==> config.mk <==
export PLATFORM = sky130hd
export DESIGN_NAME = categorical_sampler_top
export DESIGN_NICKNAME = d
export VERILOG_FILES = /design/src/cs_pkg.sv /design/src/cs_ctrl.sv /design/src/cs_dp.sv /design/src/categorical_sampler_top.sv
export SDC_FILE = /design/constraint.sdc
export NUM_CORES = 1
export LEC_CHECK = 0
export ABC_AREA = 1
export BUFFER_PORTS_ARGS = -buffer_cell sky130_fd_sc_hd__buf_2
export CAP_MARGIN = 30
export CORE_MARGIN = 2
export CORE_UTILIZATION = 45
export CTS_CLUSTER_SIZE = 12
export DETAILED_ROUTE_END_ITERATION = 8
export PLACE_DENSITY = 0.7
export SYNTH_ARGS = -nofsm -noshare
export SYNTH_HDL_FRONTEND = slang
export SYNTH_HIERARCHICAL = 1
export SYNTH_SLANG_ARGS = --single-unit
==> constraint.sdc <==
create_clock -name clk -period 3.4 [get_ports clk]
set_input_delay 0.34 -clock clk [delete_from_list [all_inputs] [get_ports clk]]
set_output_delay 0.34 -clock clk [all_outputs]
set_load 0.02 [all_outputs]
==> src/cs_pkg.sv <==
package cs_pkg;

  // Default configuration of the table
  localparam int DEF_MAX_ENTRIES = 64;
  localparam int DEF_PROB_BITS   = 16;

  // Fixed field widths
  localparam int ENTRY_INDEX_W = 6;
  localparam int VALUE_W       = 16;
  localparam int CFG_W         = 7;

  // Request kinds
  typedef enum logic {
    MODE_WRITE = 1'b0,
    MODE_DRAW  = 1'b1
  } mode_t;

  // Commands from the controller to the datapath
  typedef struct packed {
    logic mem_we;     // store the incoming probability
    logic sum_clr;    // start a draw: clear sum, capture the random value
    logic rd_en;      // read one table entry
    logic acc_en;     // add the entry read last cycle
    logic res_load;   // capture the draw result
    logic res_found;  // whether the captured result is a hit
    logic out_load;   // move the result into the output register
  } cs_cmd_t;

endpackage

==> src/cs_ctrl.sv <==
module cs_ctrl #(
  parameter int MAX_ENTRIES = cs_pkg::DEF_MAX_ENTRIES
) (
  input  logic                         clk,
  input  logic                         rst,
  input  logic                         in_valid,
  output logic                         in_stall,
  input  logic                         mode,
  output logic                         out_valid,
  input  logic                         out_stall,
  input  logic                         cfg_wr_en,
  input  logic [cs_pkg::CFG_W-1:0]     cfg_wr_data,
  input  logic                         hit,
  output cs_pkg::cs_cmd_t              cmd,
  output logic [$clog2(MAX_ENTRIES)-1:0] rd_addr,
  output logic [$clog2(MAX_ENTRIES)-1:0] chk_idx
);
  import cs_pkg::*;

  localparam int AW = $clog2(MAX_ENTRIES);
  localparam int CW = $clog2(MAX_ENTRIES + 1);
  localparam int LW = (CW > CFG_W) ? CW : CFG_W;

  typedef enum logic [1:0] {
    ST_IDLE,
    ST_WALK,
    ST_DONE
  } state_t;

  state_t          state;
  logic [CFG_W-1:0] cfg_count;
  logic [CW-1:0]   limit;
  logic [CW-1:0]   issue_idx;
  logic            chk_valid;

  logic            accept;
  logic            is_draw;
  logic            issue;
  logic            finish_hit;
  logic            finish_miss;
  logic            out_free;
  logic [LW-1:0]   cfg_wide;
  logic [LW-1:0]   max_wide;
  logic [CW-1:0]   limit_next;

  // Handshake and draw bookkeeping
  assign in_stall    = (state != ST_IDLE);
  assign accept      = in_valid && !in_stall;
  assign is_draw     = (mode == MODE_DRAW);
  assign issue       = (state == ST_WALK) && (issue_idx < limit);
  assign finish_hit  = chk_valid && hit;
  assign finish_miss = !chk_valid && (issue_idx == limit);
  assign out_free    = !out_valid || !out_stall;
  assign rd_addr     = issue_idx[AW-1:0];

  // Saturate the entry count at the table depth
  assign cfg_wide   = LW'(cfg_count);
  assign max_wide   = LW'(MAX_ENTRIES);
  assign limit_next = (cfg_wide > max_wide) ? CW'(MAX_ENTRIES) : CW'(cfg_wide);

  // Decode commands
  always_comb begin
    cmd           = '0;
    cmd.mem_we    = accept && !is_draw;
    cmd.sum_clr   = accept && is_draw;
    cmd.rd_en     = issue;
    cmd.acc_en    = (state == ST_WALK) && chk_valid;
    cmd.res_load  = (state == ST_WALK) && (finish_hit || finish_miss);
    cmd.res_found = finish_hit;
    cmd.out_load  = (state == ST_DONE) && out_free;
  end

  // State and registered outputs
  always_ff @(posedge clk) begin
    if (rst) begin
      state     <= ST_IDLE;
      cfg_count <= '0;
      chk_valid <= 1'b0;
      out_valid <= 1'b0;
      limit     <= '0;
      issue_idx <= '0;
      chk_idx   <= '0;
    end else begin
      if (cfg_wr_en) begin
        cfg_count <= cfg_wr_data;
      end

      // Drop the result once taken, raise it on load
      if (cmd.out_load) begin
        out_valid <= 1'b1;
      end else if (!out_stall) begin
        out_valid <= 1'b0;
      end

      unique case (state)
        ST_IDLE: begin
          if (accept && is_draw) begin
            limit     <= limit_next;
            issue_idx <= '0;
            chk_valid <= 1'b0;
            state     <= ST_WALK;
          end
        end
        ST_WALK: begin
          // Advance the read pointer; the read data arrives in the next cycle
          if (issue) begin
            issue_idx <= issue_idx + 1'b1;
            chk_idx   <= issue_idx[AW-1:0];
          end
          chk_valid <= issue;
          if (finish_hit || finish_miss) begin
            state <= ST_DONE;
          end
        end
        ST_DONE: begin
          if (out_free) begin
            state <= ST_IDLE;
          end
        end
        default: begin
          state <= ST_IDLE;
        end
      endcase
    end
  end

endmodule

==> src/cs_dp.sv <==
module cs_dp #(
  parameter int MAX_ENTRIES = cs_pkg::DEF_MAX_ENTRIES,
  parameter int PROB_BITS   = cs_pkg::DEF_PROB_BITS
) (
  input  logic                             clk,
  input  cs_pkg::cs_cmd_t                  cmd,
  input  logic [cs_pkg::ENTRY_INDEX_W-1:0] entry_index,
  input  logic [cs_pkg::VALUE_W-1:0]       value,
  input  logic [$clog2(MAX_ENTRIES)-1:0]   rd_addr,
  input  logic [$clog2(MAX_ENTRIES)-1:0]   chk_idx,
  output logic                             hit,
  output logic                             found,
  output logic [cs_pkg::ENTRY_INDEX_W-1:0] chosen_index
);
  import cs_pkg::*;

  localparam int AW = $clog2(MAX_ENTRIES);
  localparam int IW = ((AW > ENTRY_INDEX_W) ? AW : ENTRY_INDEX_W) + 1;
  localparam int SW = PROB_BITS + AW + 1;

  logic [PROB_BITS-1:0] mem [MAX_ENTRIES];
  logic [PROB_BITS-1:0] rd_data;
  logic [VALUE_W-1:0]   rnd;
  logic [SW-1:0]        sum;
  logic [SW-1:0]        sum_next;
  logic                 res_found;
  logic [ENTRY_INDEX_W-1:0] res_idx;
  logic [IW-1:0]        wr_idx;
  logic                 wr_ok;

  // Range-check the write index against the table depth
  assign wr_idx = IW'(entry_index);
  assign wr_ok  = (wr_idx < IW'(MAX_ENTRIES));

  // Table write and registered read
  always_ff @(posedge clk) begin
    if (cmd.mem_we && wr_ok) begin
      mem[wr_idx[AW-1:0]] <= PROB_BITS'(value);
    end
    if (cmd.rd_en) begin
      rd_data <= mem[rd_addr];
    end
  end

  // Running sum and compare against the random value
  assign sum_next = sum + SW'(rd_data);
  assign hit      = (sum_next > SW'(rnd));

  always_ff @(posedge clk) begin
    if (cmd.sum_clr) begin
      sum <= '0;
      rnd <= value;
    end else if (cmd.acc_en) begin
      sum <= sum_next;
    end
    if (cmd.res_load) begin
      res_found <= cmd.res_found;
      res_idx   <= cmd.res_found ? ENTRY_INDEX_W'(chk_idx) : '0;
    end
    if (cmd.out_load) begin
      found        <= res_found;
      chosen_index <= res_idx;
    end
  end

endmodule

==> src/categorical_sampler_top.sv <==
// Inverse-CDF categorical sampler. A write request (mode 0) stores a Q0.PROB_BITS
// probability at entry_index and returns nothing; indexes at or beyond
// MAX_ENTRIES are dropped. A draw request (mode 1) walks the table from entry 0,
// one entry per cycle through the single table read port, and returns the first
// index whose running sum exceeds value (found=1), or found=0 with index 0. The
// walk reads at most N = min(entries_in_use, MAX_ENTRIES) entries. A draw holds
// the input stalled while it walks and until its result moves into the output
// register, which waits while the previous result there is not yet taken; the
// result is offered at the edge that ends the stall.
// The next request is taken while a finished result waits in the output
// register. Write entries_in_use only while no draw is under way, and write
// every entry below it before drawing.
module categorical_sampler_top #(
  parameter int MAX_ENTRIES = cs_pkg::DEF_MAX_ENTRIES,
  parameter int PROB_BITS   = cs_pkg::DEF_PROB_BITS
) (
  input  logic                             clk,
  input  logic                             rst,
  input  logic                             in_valid,
  output logic                             in_stall,
  input  logic                             mode,
  input  logic [cs_pkg::ENTRY_INDEX_W-1:0] entry_index,
  input  logic [cs_pkg::VALUE_W-1:0]       value,
  output logic                             out_valid,
  input  logic                             out_stall,
  output logic                             found,
  output logic [cs_pkg::ENTRY_INDEX_W-1:0] chosen_index,
  input  logic                             cfg_wr_en,
  input  logic [cs_pkg::CFG_W-1:0]         cfg_wr_data
);
  import cs_pkg::*;

  localparam int AW = $clog2(MAX_ENTRIES);

  cs_cmd_t       cmd;
  logic          hit;
  logic [AW-1:0] rd_addr;
  logic [AW-1:0] chk_idx;

  // Sequence the table walk
  cs_ctrl #(
    .MAX_ENTRIES(MAX_ENTRIES)
  ) u_ctrl (
    .clk        (clk),
    .rst        (rst),
    .in_valid   (in_valid),
    .in_stall   (in_stall),
    .mode       (mode),
    .out_valid  (out_valid),
    .out_stall  (out_stall),
    .cfg_wr_en  (cfg_wr_en),
    .cfg_wr_data(cfg_wr_data),
    .hit        (hit),
    .cmd        (cmd),
    .rd_addr    (rd_addr),
    .chk_idx    (chk_idx)
  );

  // Hold the table, running sum and result
  cs_dp #(
    .MAX_ENTRIES(MAX_ENTRIES),
    .PROB_BITS  (PROB_BITS)
  ) u_dp (
    .clk         (clk),
    .cmd         (cmd),
    .entry_index (entry_index),
    .value       (value),
    .rd_addr     (rd_addr),
    .chk_idx     (chk_idx),
    .hit         (hit),
    .found       (found),
    .chosen_index(chosen_index)
  );

endmodule

# Word-level counts from Yosys, hierarchy flattened
# Memory sizes are Yosys's and may differ from the RTL's. A register that Yosys moved wholly into a read port is not among the register bits.
# Index checks and enable logic that the tools add are counted.
[classes] addsub=2 order_cmp=4 n_eq_ne=8 mux=14 n_reduce_logical=25
[op_table] op="23-bit by 16-bit adder with 23-bit output" n=1
[op_table] op="23-bit by 16-bit greater-than comparator with 1-bit output" n=1
[op_table] op="7-bit 2-to-1 mux" n=3
[op_table] op="7-bit one-hot mux with 2 select lines" n=1
[op_table] op="1-bit logical AND" n=10
[op_table] op="7-bit by 1-bit adder with 7-bit output, second input constant" n=1
[op_table] op="7-bit == test" n=1
[op_table] op="7-bit greater-than comparator, second input constant" n=1
[op_table] op="6-bit by 7-bit less-than comparator with 1-bit output, second input constant" n=1
[op_table] op="7-bit less-than comparator" n=1
[op_table] op="2-bit 2-to-1 mux" n=3
[op_table] op="2-bit by 1-bit inequality test with 1-bit output, second input constant" n=3
[op_table] op="2-bit one-hot mux with 3 select lines" n=1
[op_table] op="2-bit AND reduction" n=3
[op_table] op="3-bit AND reduction" n=2
[op_table] op="1-bit zero test" n=5
[op_table] op="1-bit 2-to-1 mux" n=5
[op_table] op="2-bit inequality test, second input constant" n=2
[op_table] op="2-bit nonzero test" n=2
[op_table] op="2-bit by 1-bit == test with 1-bit output, second input constant" n=1
[op_table] op="2-bit == test, second input constant" n=1
[op_table] op="2-bit zero test" n=1
[op_table] op="1-bit logical OR" n=2
[op_table] op="1-bit one-hot mux with 2 select lines" n=1
[totals] ff_bits=84 ram_bits=1024 inputBits=35 mem_count=1
[mem_list] name="u_dp.mem" depth=64 word_bits=16 rd=1 rd_clocked_by_memory_dff=1 wr=1 line="cs_dp.sv:21" text="logic [PROB_BITS-1:0] mem [MAX_ENTRIES];"

# Logic depth before layout (Yosys ltp)
# Gate-level depths: netlist (run 1).
[logic_depth] ltp_word=7 depth_mapped=29 ltp_nobuf=29

# Hierarchy
# Netlist (run 1), hierarchy kept.
[modules_own_cells] mod="cs_dp" instances=1 cells_each=3757 area_per_inst_um2=44899.3 seq_area_each_um2=32591.3
[modules_own_cells] mod="cs_ctrl" instances=1 cells_each=216 area_per_inst_um2=1594.0 seq_area_each_um2=620.6

# Worst setup path after synthesis (run 1)
# OpenSTA, ideal clock, no wires.
[synth_timing] path_kind="flip-flop to flip-flop" start="register u_dp.rd_data[0] (read register of u_dp.mem)" end="register u_dp.res_found (enable)" arrival_time_ps=2974 setup_slack_ps=106 stages_incl_launch_ff=28 n_path_buf=0 period_less_slack_ps=3294 path_cell_list="edfxtp_1 > ha_1 > fa_1 > nand2_1 > nand2_1 > nand3_1 > nand2_1 > nand2_1 > nand2_1 > xnor2_1 > inv_1 > ha_1 > nand2_1 > nor2_1 > inv_1 > nor3_1 > nand2_1 > nand2_1 > nand2_1 > nand2_1 > nand2_1 > nand2_1 > nor2_1 > nand3_1 > nand2_1 > nand2_1 > nand3_1 > inv_1"
[synth_rtl] item="from (decl)" line="cs_dp.sv:22" text="logic [PROB_BITS-1:0] rd_data;"
[synth_rtl] item="to (signal assigned)" line="cs_dp.sv:57" text="res_found <= cmd.res_found;"
[synth_rtl] item="to (decl)" line="cs_dp.sv:26" text="logic res_found;"

==> results of run 1 <==
==> flip-flops by register name, summed over array words and instances, names as in the netlist, 2 cells and up <==
name and flops:
u_dp/rd_data 16, u_dp/sum 23, u_dp/rnd 16, u_dp/res_idx 6, u_dp/mem 1024, u_ctrl/cfg_count 7, u_ctrl/state 2, u_ctrl/limit 7
u_ctrl/issue_idx 7, u_dp/chosen_index 6, u_ctrl/chk_idx 6
==> worst paths after layout <==
kind	end	slack, ns	cells after the start
max	u_dp/res_idx[3]	-0.01	22
min	u_dp/mem[53][15]	0.03	1
max reg2reg	u_dp/res_idx[3]	-0.01	22
min reg2reg	u_dp/chosen_index[4]	0.46	0
==> through the flow <==
step	hold slack, ns	setup WS, ns	area [sq um]
CTS	0.00365	0.0116	52800
detailed placement	0.455	-0.274	49100
finish	0.0276	-0.0130	53100
global route	0.0262	-0.248	53100
floorplan	0.400	0.106	46500
global placement	0.456	-0.210	49000
==> timing repair <==
action                                 CTS  global route
gates resized for setup                 32            41
endpoints found under the hold margin    8             0
setup endpoints to repair               16            16
setup buffers                            6             3
pin swaps                               14            11
hold buffers                            14             0
==> power by group through the flow <==
stage | clock (uW) | sequential [uW] | combinational [uW]
after detailed placement | 0 | 15600 | 1600
after CTS | 11600 | 15300 | 1670
after floorplan | 0 | 15600 | 936
final | 11500 | 15300 | 1750
after global placement | 0 | 15600 | 1560
after global routing | 12200 | 15300 | 1920
==> layout make-up <==
| cell class | count | area, sq um |
|---|---|---|
| clock inverters | 35 | 338 |
| inverters | 142 | 568 |
| clock buffers | 146 | 2980 |
| repair buffers | 277 | 2410 |
| flip-flops and latches | 1124 | 33200 |
| well taps | 1368 | 1710 |
| fillers | 8706 | 49100 |
| multi-input cells | 2462 | 11800 |
| diodes | 1 | 2.50 |
==> layout by cell type, fill, tap and decap left out, types with 50 or more instances in the layout <==
master     instances
dfxtp_1           50
nand2_1          692
o22ai_1          256
edfxtp_1        1070
clkbuf_16        114
inv_1            131
o21ai_0          460
o21ai_1           83
buf_4            189
nor2_1           658
nand3_1          138
==> cells by family (layout without fill, tap and decap cells) <==
| kind of cell | after synthesis | in the layout |
|---|---|---|
| buffers and inverters | 387 | 600 |
| and+or+nand+nor | 1557 | 1557 |
| adders and majority gates | 41 | 41 |
| AOI/OAI and AO/OA | 850 | 850 |
| other | 0 | 1 |
| xor gates and xnor gates | 14 | 14 |
| DFF | 1124 | 1124 |
==> metal layers <==
layer  wire (um)  track usage, %
met2       56800            35.8
met3       11000            4.07
met1       49600            31.0
met4        4610            9.26
met5           0               0
==> impl_metrics.tcl, run 1 <==
set metrics [dict create \
    rsz0062_at_grt "true" \
    first_global_vias 29908 \
    power_leakage_uw 0.0190 \
    synthMuxAreaShare_pct 0 \
    ir_drop_mv 0.485 \
    finalHoldViolations 0 \
    synth_cell_types 40 \
    fin_util_pct 51.9 \
    grt_remaining_overflow 0 \
    switchingPower_uw 6250 \
    netlist.area_leader.share_pct 69.1 \
    drt_first_pass_iters 6 \
    setup_viol_count_final 3 \
    status "complete, but fails checks" \
    cts_buffer_depth 3 \
    ant_nets 0 \
    cts_inserted_buffers 112 \
    fin_crit_sh_pct 100 \
    grt_max_degree 129 \
    switching_share_pct 21.9 \
    pwr-share-comb_pct 6.1 \
    grt_pass1_wl_mm 183 \
    synthTopCellsByCount "1,070 x edfxtp_1, 709 x nand2_1, 664 x nor2_1" \
    synth_seq_area_share_pct 71.4 \
    reg2reg_from "u_dp/rd_data[0]" \
    postSynthAreaPerCell_sq_um 11.7 \
    netlist_area_sq_um 46500 \
    fin_crit_ns 3.41 \
    power_frac_seq_pct 53.6 \
    drtIter0Drc 3895 \
    synth_area_leader_cell "edfxtp_1" \
    internal_power_uw 22300 \
    fin_cells 5555 \
    via_per_inst 5.65 \
    dp.cells 5348 \
    power_density_nw_per_um2 537 \
    synth_compound_area_share_pct 9.94 \
    min_path_type "in -> reg" \
    avgRoutedWirePerCell_um 22.0 \
    place_congestion 0.878 \
    cp_slowest_cell "edfxtp_1" \
    cts_tree "built" \
    worstSetupStartpointType "register" \
    tns_ns -0.0342 \
    max_cap_viol_count 0 \
    antenna_found_initial 2 \
    cpMostUsedCell "nand2_2" \
    initial_core_util_pct 45.5 \
    synth-xor-area-share_pct 0.264 \
    relSlewSlack_pct 33.0 \
    row_count 117 \
    synth_warnings 6 \
    drt-total-wl_mm 122 \
    core_area_sq_um 102000 \
    clk_transition_reported_paths_ns 0.06 \
    hp-start "value[15]" \
    synth.area.top_cells "edfxtp_1 69%, nand2_1 5.7%, nor2_1 5.4%" \
    power_uw 28500 \
    dieArea_sq_um 106000 \
    drc 0 \
    portBuffers 43 \
    yosysMostFrequentCell "edfxtp_1" \
    syn_to_final_growth_pct 14.2 \
    arrival_ns 3.86 \
    worst-path-buf-inv 4 \
    nNetsFinal 4195 \
    cts_num_sinks 1124 \
    htreeDepth 3 \
    fin_worst_skew_ns 0.0249 \
    syn_nets 4049 \
    cts_root_buffer "clkbuf_16" \
    yosys.area_share.simple_pct 13.2 \
    max_stage_delay_ns 0.38 \
    synthArstFlopShare_pct 0 \
    grt_use_total_pct 22.6 \
    clock_latency_ns 0.70 \
    violations "setup timing" \
    clkPwrFrac_pct 40.2 \
    report.final.slew_viol_count 0 \
    synth-edff-count 1070 \
    startpoint "u_dp/rd_data[0]" \
    die_x_um 325 \
    die_h_um 325 \
    fmax_mhz 293 \
    synth_ff_type "edfxtp_1" \
    synthCells 3973 \
    drive_gt1_share_pct 11.5 \
    cp-end-kind "register" \
    synth_fa_ha_area_share_pct 1.12 \
    io_pins 44 \
    worstPathCellList "ha_2 -> fa_2 -> nand2_2 -> nand2_4 -> nand2_4 -> o21bai_4 -> a21oi_2 -> xnor2_2 -> ha_1 -> nand2_2 -> buf_6 -> nor4_4 -> nand3_1 -> nand2_2 -> nand2_2 -> nor2_4 -> nand3_2 -> nand2_2 -> buf_6 -> inv_6 -> nand2_1 -> inv_1" \
    cp_max_fo 7 \
    critical_path_required_ns 3.85 \
    synth_top_family_by_area "simple AND/OR/NAND/NOR gates" \
    path_class "reg -> reg" \
    worst_pin_slew_ns 1.01 \
    critPathTopFamily "simple AND/OR/NAND/NOR gates" \
    synth_seq_cells 1124 \
    num_vias 31377 \
    setup_slack_ns -0.0130 \
    dp_hpwl_mm 70.4 \
]
Note: power is estimated with default switching activity, not from simulation.
==> run 2, diff against run 1 <==
--- a/config.mk
+++ b/config.mk
@@ -6,13 +6,14 @@
 export NUM_CORES = 1
 export LEC_CHECK = 0
 export ABC_AREA = 1
-export BUFFER_PORTS_ARGS = -buffer_cell sky130_fd_sc_hd__buf_2
+export BUFFER_PORTS_ARGS = -buffer_cell sky130_fd_sc_hd__clkbuf_2
 export CAP_MARGIN = 30
 export CORE_MARGIN = 2
 export CORE_UTILIZATION = 45
 export CTS_CLUSTER_SIZE = 12
 export DETAILED_ROUTE_END_ITERATION = 8
 export PLACE_DENSITY = 0.7
+export SLEW_MARGIN = 10
 export SYNTH_ARGS = -nofsm -noshare
 export SYNTH_HDL_FRONTEND = slang
 export SYNTH_HIERARCHICAL = 1
==> run 2 against run 1 <==
Net effect: the flow now finishes without violations; count of clock-buffer cells in the layout increased by 13; combinational power about the same; worst setup slack improved by 0.023 ns; non-clock buffer count decreased by 10; critical path type unchanged; critical endpoint unchanged.
==> impl_metrics.tcl, run 2 (same netlist as run 1, synthesis figures left out) <==
set metrics [dict create \
    initial_core_util_pct 45.5 \
    layout_common_cells "1,070 x edfxtp_1, 690 x nand2_1, 655 x nor2_1" \
    max_stage_delay_ns 0.37 \
    tns_ns 0 \
    arrival_ns 3.85 \
    worst-path-buf-inv 4 \
    drtIter0Drc 3913 \
    design_area_sq_um 53000 \
    cts_root_buffer "clkbuf_16" \
    place_ws_ns -0.283 \
    io_pins 44 \
    clock_latency_ns 0.70 \
    fin_worst_skew_ns 0.0369 \
    ir_drop_mv 0.494 \
    path_class "reg -> reg" \
    cpMostUsedCell "nand2_2" \
    cts_buffer_depth 3 \
    power_leakage_uw 0.0189 \
    holdPathEnd "u_ctrl/state[1]" \
    setup_viol_count_final 0 \
    nNetsFinal 4186 \
    syn_to_final_growth_pct 14.0 \
    r2r_cells 22 \
    fill_cells 8641 \
    largest_register_ffs 1024 \
    grt_max_degree 126 \
    antenna_found_initial 3 \
    ant_nets 0 \
    place_area_sq_um 49000 \
    max_cap_viol_count 0 \
    drive_gt1_share_pct 11.7 \
    dp_hpwl_mm 70.4 \
    hp-start "rst" \
    portBuffers 43 \
    cts_inserted_buffers 113 \
    via_per_inst 5.65 \
    rsz0062_at_grt "true" \
    worstPathCellList "ha_2 -> fa_2 -> nand2_2 -> nand2_2 -> nand2_2 -> o21bai_4 -> a21oi_2 -> xnor2_2 -> ha_1 -> nand2_2 -> buf_6 -> nor4_4 -> nand3_1 -> nand2_1 -> nand2_1 -> nor2_1 -> nand3_1 -> nand2_2 -> buf_6 -> inv_6 -> nand2_1 -> inv_1" \
    drc 0 \
    die_h_um 325 \
    clk_transition_reported_paths_ns 0.06 \
    rrSetupSlack_ns 0.01 \
    fin_crit_sh_pct 99.7 \
    power_density_nw_per_um2 537 \
    report.final.slew_viol_count 0 \
    worst_pin_slew_ns 0.989 \
    drt_first_pass_iters 6 \
    dp.cells 5337 \
    row_count 117 \
    min_path_type "in -> reg" \
    num_vias 31340 \
    grt_pass1_wl_mm 183 \
    startpoint "u_dp/rd_data[0]" \
    cp-end-kind "register" \
    antenna_cells 0 \
    setup_slack_ns 0.00971 \
    grt_remaining_overflow 0 \
    r2r-end "u_dp/res_idx[3]" \
    dieArea_sq_um 106000 \
    core_area_sq_um 102000 \
    relSlewSlack_pct 34.1 \
    die_x_um 325 \
    min_path_cells 2 \
    finalHoldViolations 0 \
    power_uw 28500 \
    critical_path_required_ns 3.86 \
    reg2reg_from "u_dp/rd_data[0]" \
    cts_num_sinks 1124 \
    avgRoutedWirePerCell_um 22.0 \
    cp_slowest_cell "edfxtp_1" \
    place_congestion 0.888 \
    worstSetupStartpointType "register" \
    critPathTopFamily "simple AND/OR/NAND/NOR gates" \
    final_common_cell "edfxtp_1" \
    cts_tree "built" \
    fin_crit_ns 3.39 \
    drt-total-wl_mm 122 \
    cp_max_fo 7 \
    fin_cells 5551 \
    fmax_mhz 295 \
    status "finished clean" \
    htreeDepth 3 \
    grt_use_total_pct 22.6 \
    first_global_vias 29699 \
]
## run 2: worst max path at each step
stage | slack (ns) | depth (start not counted) | to
6_report | 0.01 | 22 | u_dp/res_idx[3]
5_1_grt | -0.15 | 22 | u_dp/res_idx[3]
4_1_cts | 0.005 | 27 | u_dp/res_idx[0]
3_5_place_dp | -0.28 | 25 | u_dp/res_idx[5]
3_3_place_gp | -0.19 | 26 | u_dp/res_idx[2]
2_1_floorplan | 0.11 | 27 | u_dp/res_found
## run 2: layout make-up
class	instances	area, sq um	share of cell area [%]
inverter	142	569	1.07
multi-input combinational	2462	11900	22.4
clock buffer	159	3030	5.72
tap	1368	1710	3.23
clock inverter	29	297	0.559
sequential	1124	33200	62.7
timing repair buffer	267	2310	4.36
## run 2: where the power goes
group | leakage (uW) | total, uW | internal (uW) | switching, uW
Sequential | 0.0101 | 15300 | 15200 | 54.4
Clock | 0.00161 | 11400 | 6340 | 5070
Combinational | 0.00723 | 1750 | 545 | 1210
## run 2: routing by layer
layer  track usage, %  wire length (um)  vias to the layer above
li1                 -                 -                    14391
met1             31.2             50200                    15272
met2             35.7             56600                     1401
met3             4.15             10400                      270
met4             9.05              4980                        6
met5                0                38                        -
## run 2: stage by stage
stage	hold WS [ns]	util, %
final	0.0845	51.9
after global routing	0.0960	51.9
after CTS	0.0323	51.6
after detailed placement	0.412	48.0
after global placement	0.414	47.9
after floorplan	0.400	-
## run 2: repair_timing
| action | CTS | global route |
|---|---|---|
| cloned | 0 | 0 |
| endpoints found under the hold margin | 10 | 0 |
| setup endpoints to repair | 16 | 16 |
| hold buffers | 15 | 0 |
| pin swaps | 8 | 21 |
| resized for setup | 30 | 53 |
| setup buffers | 5 | 6 |
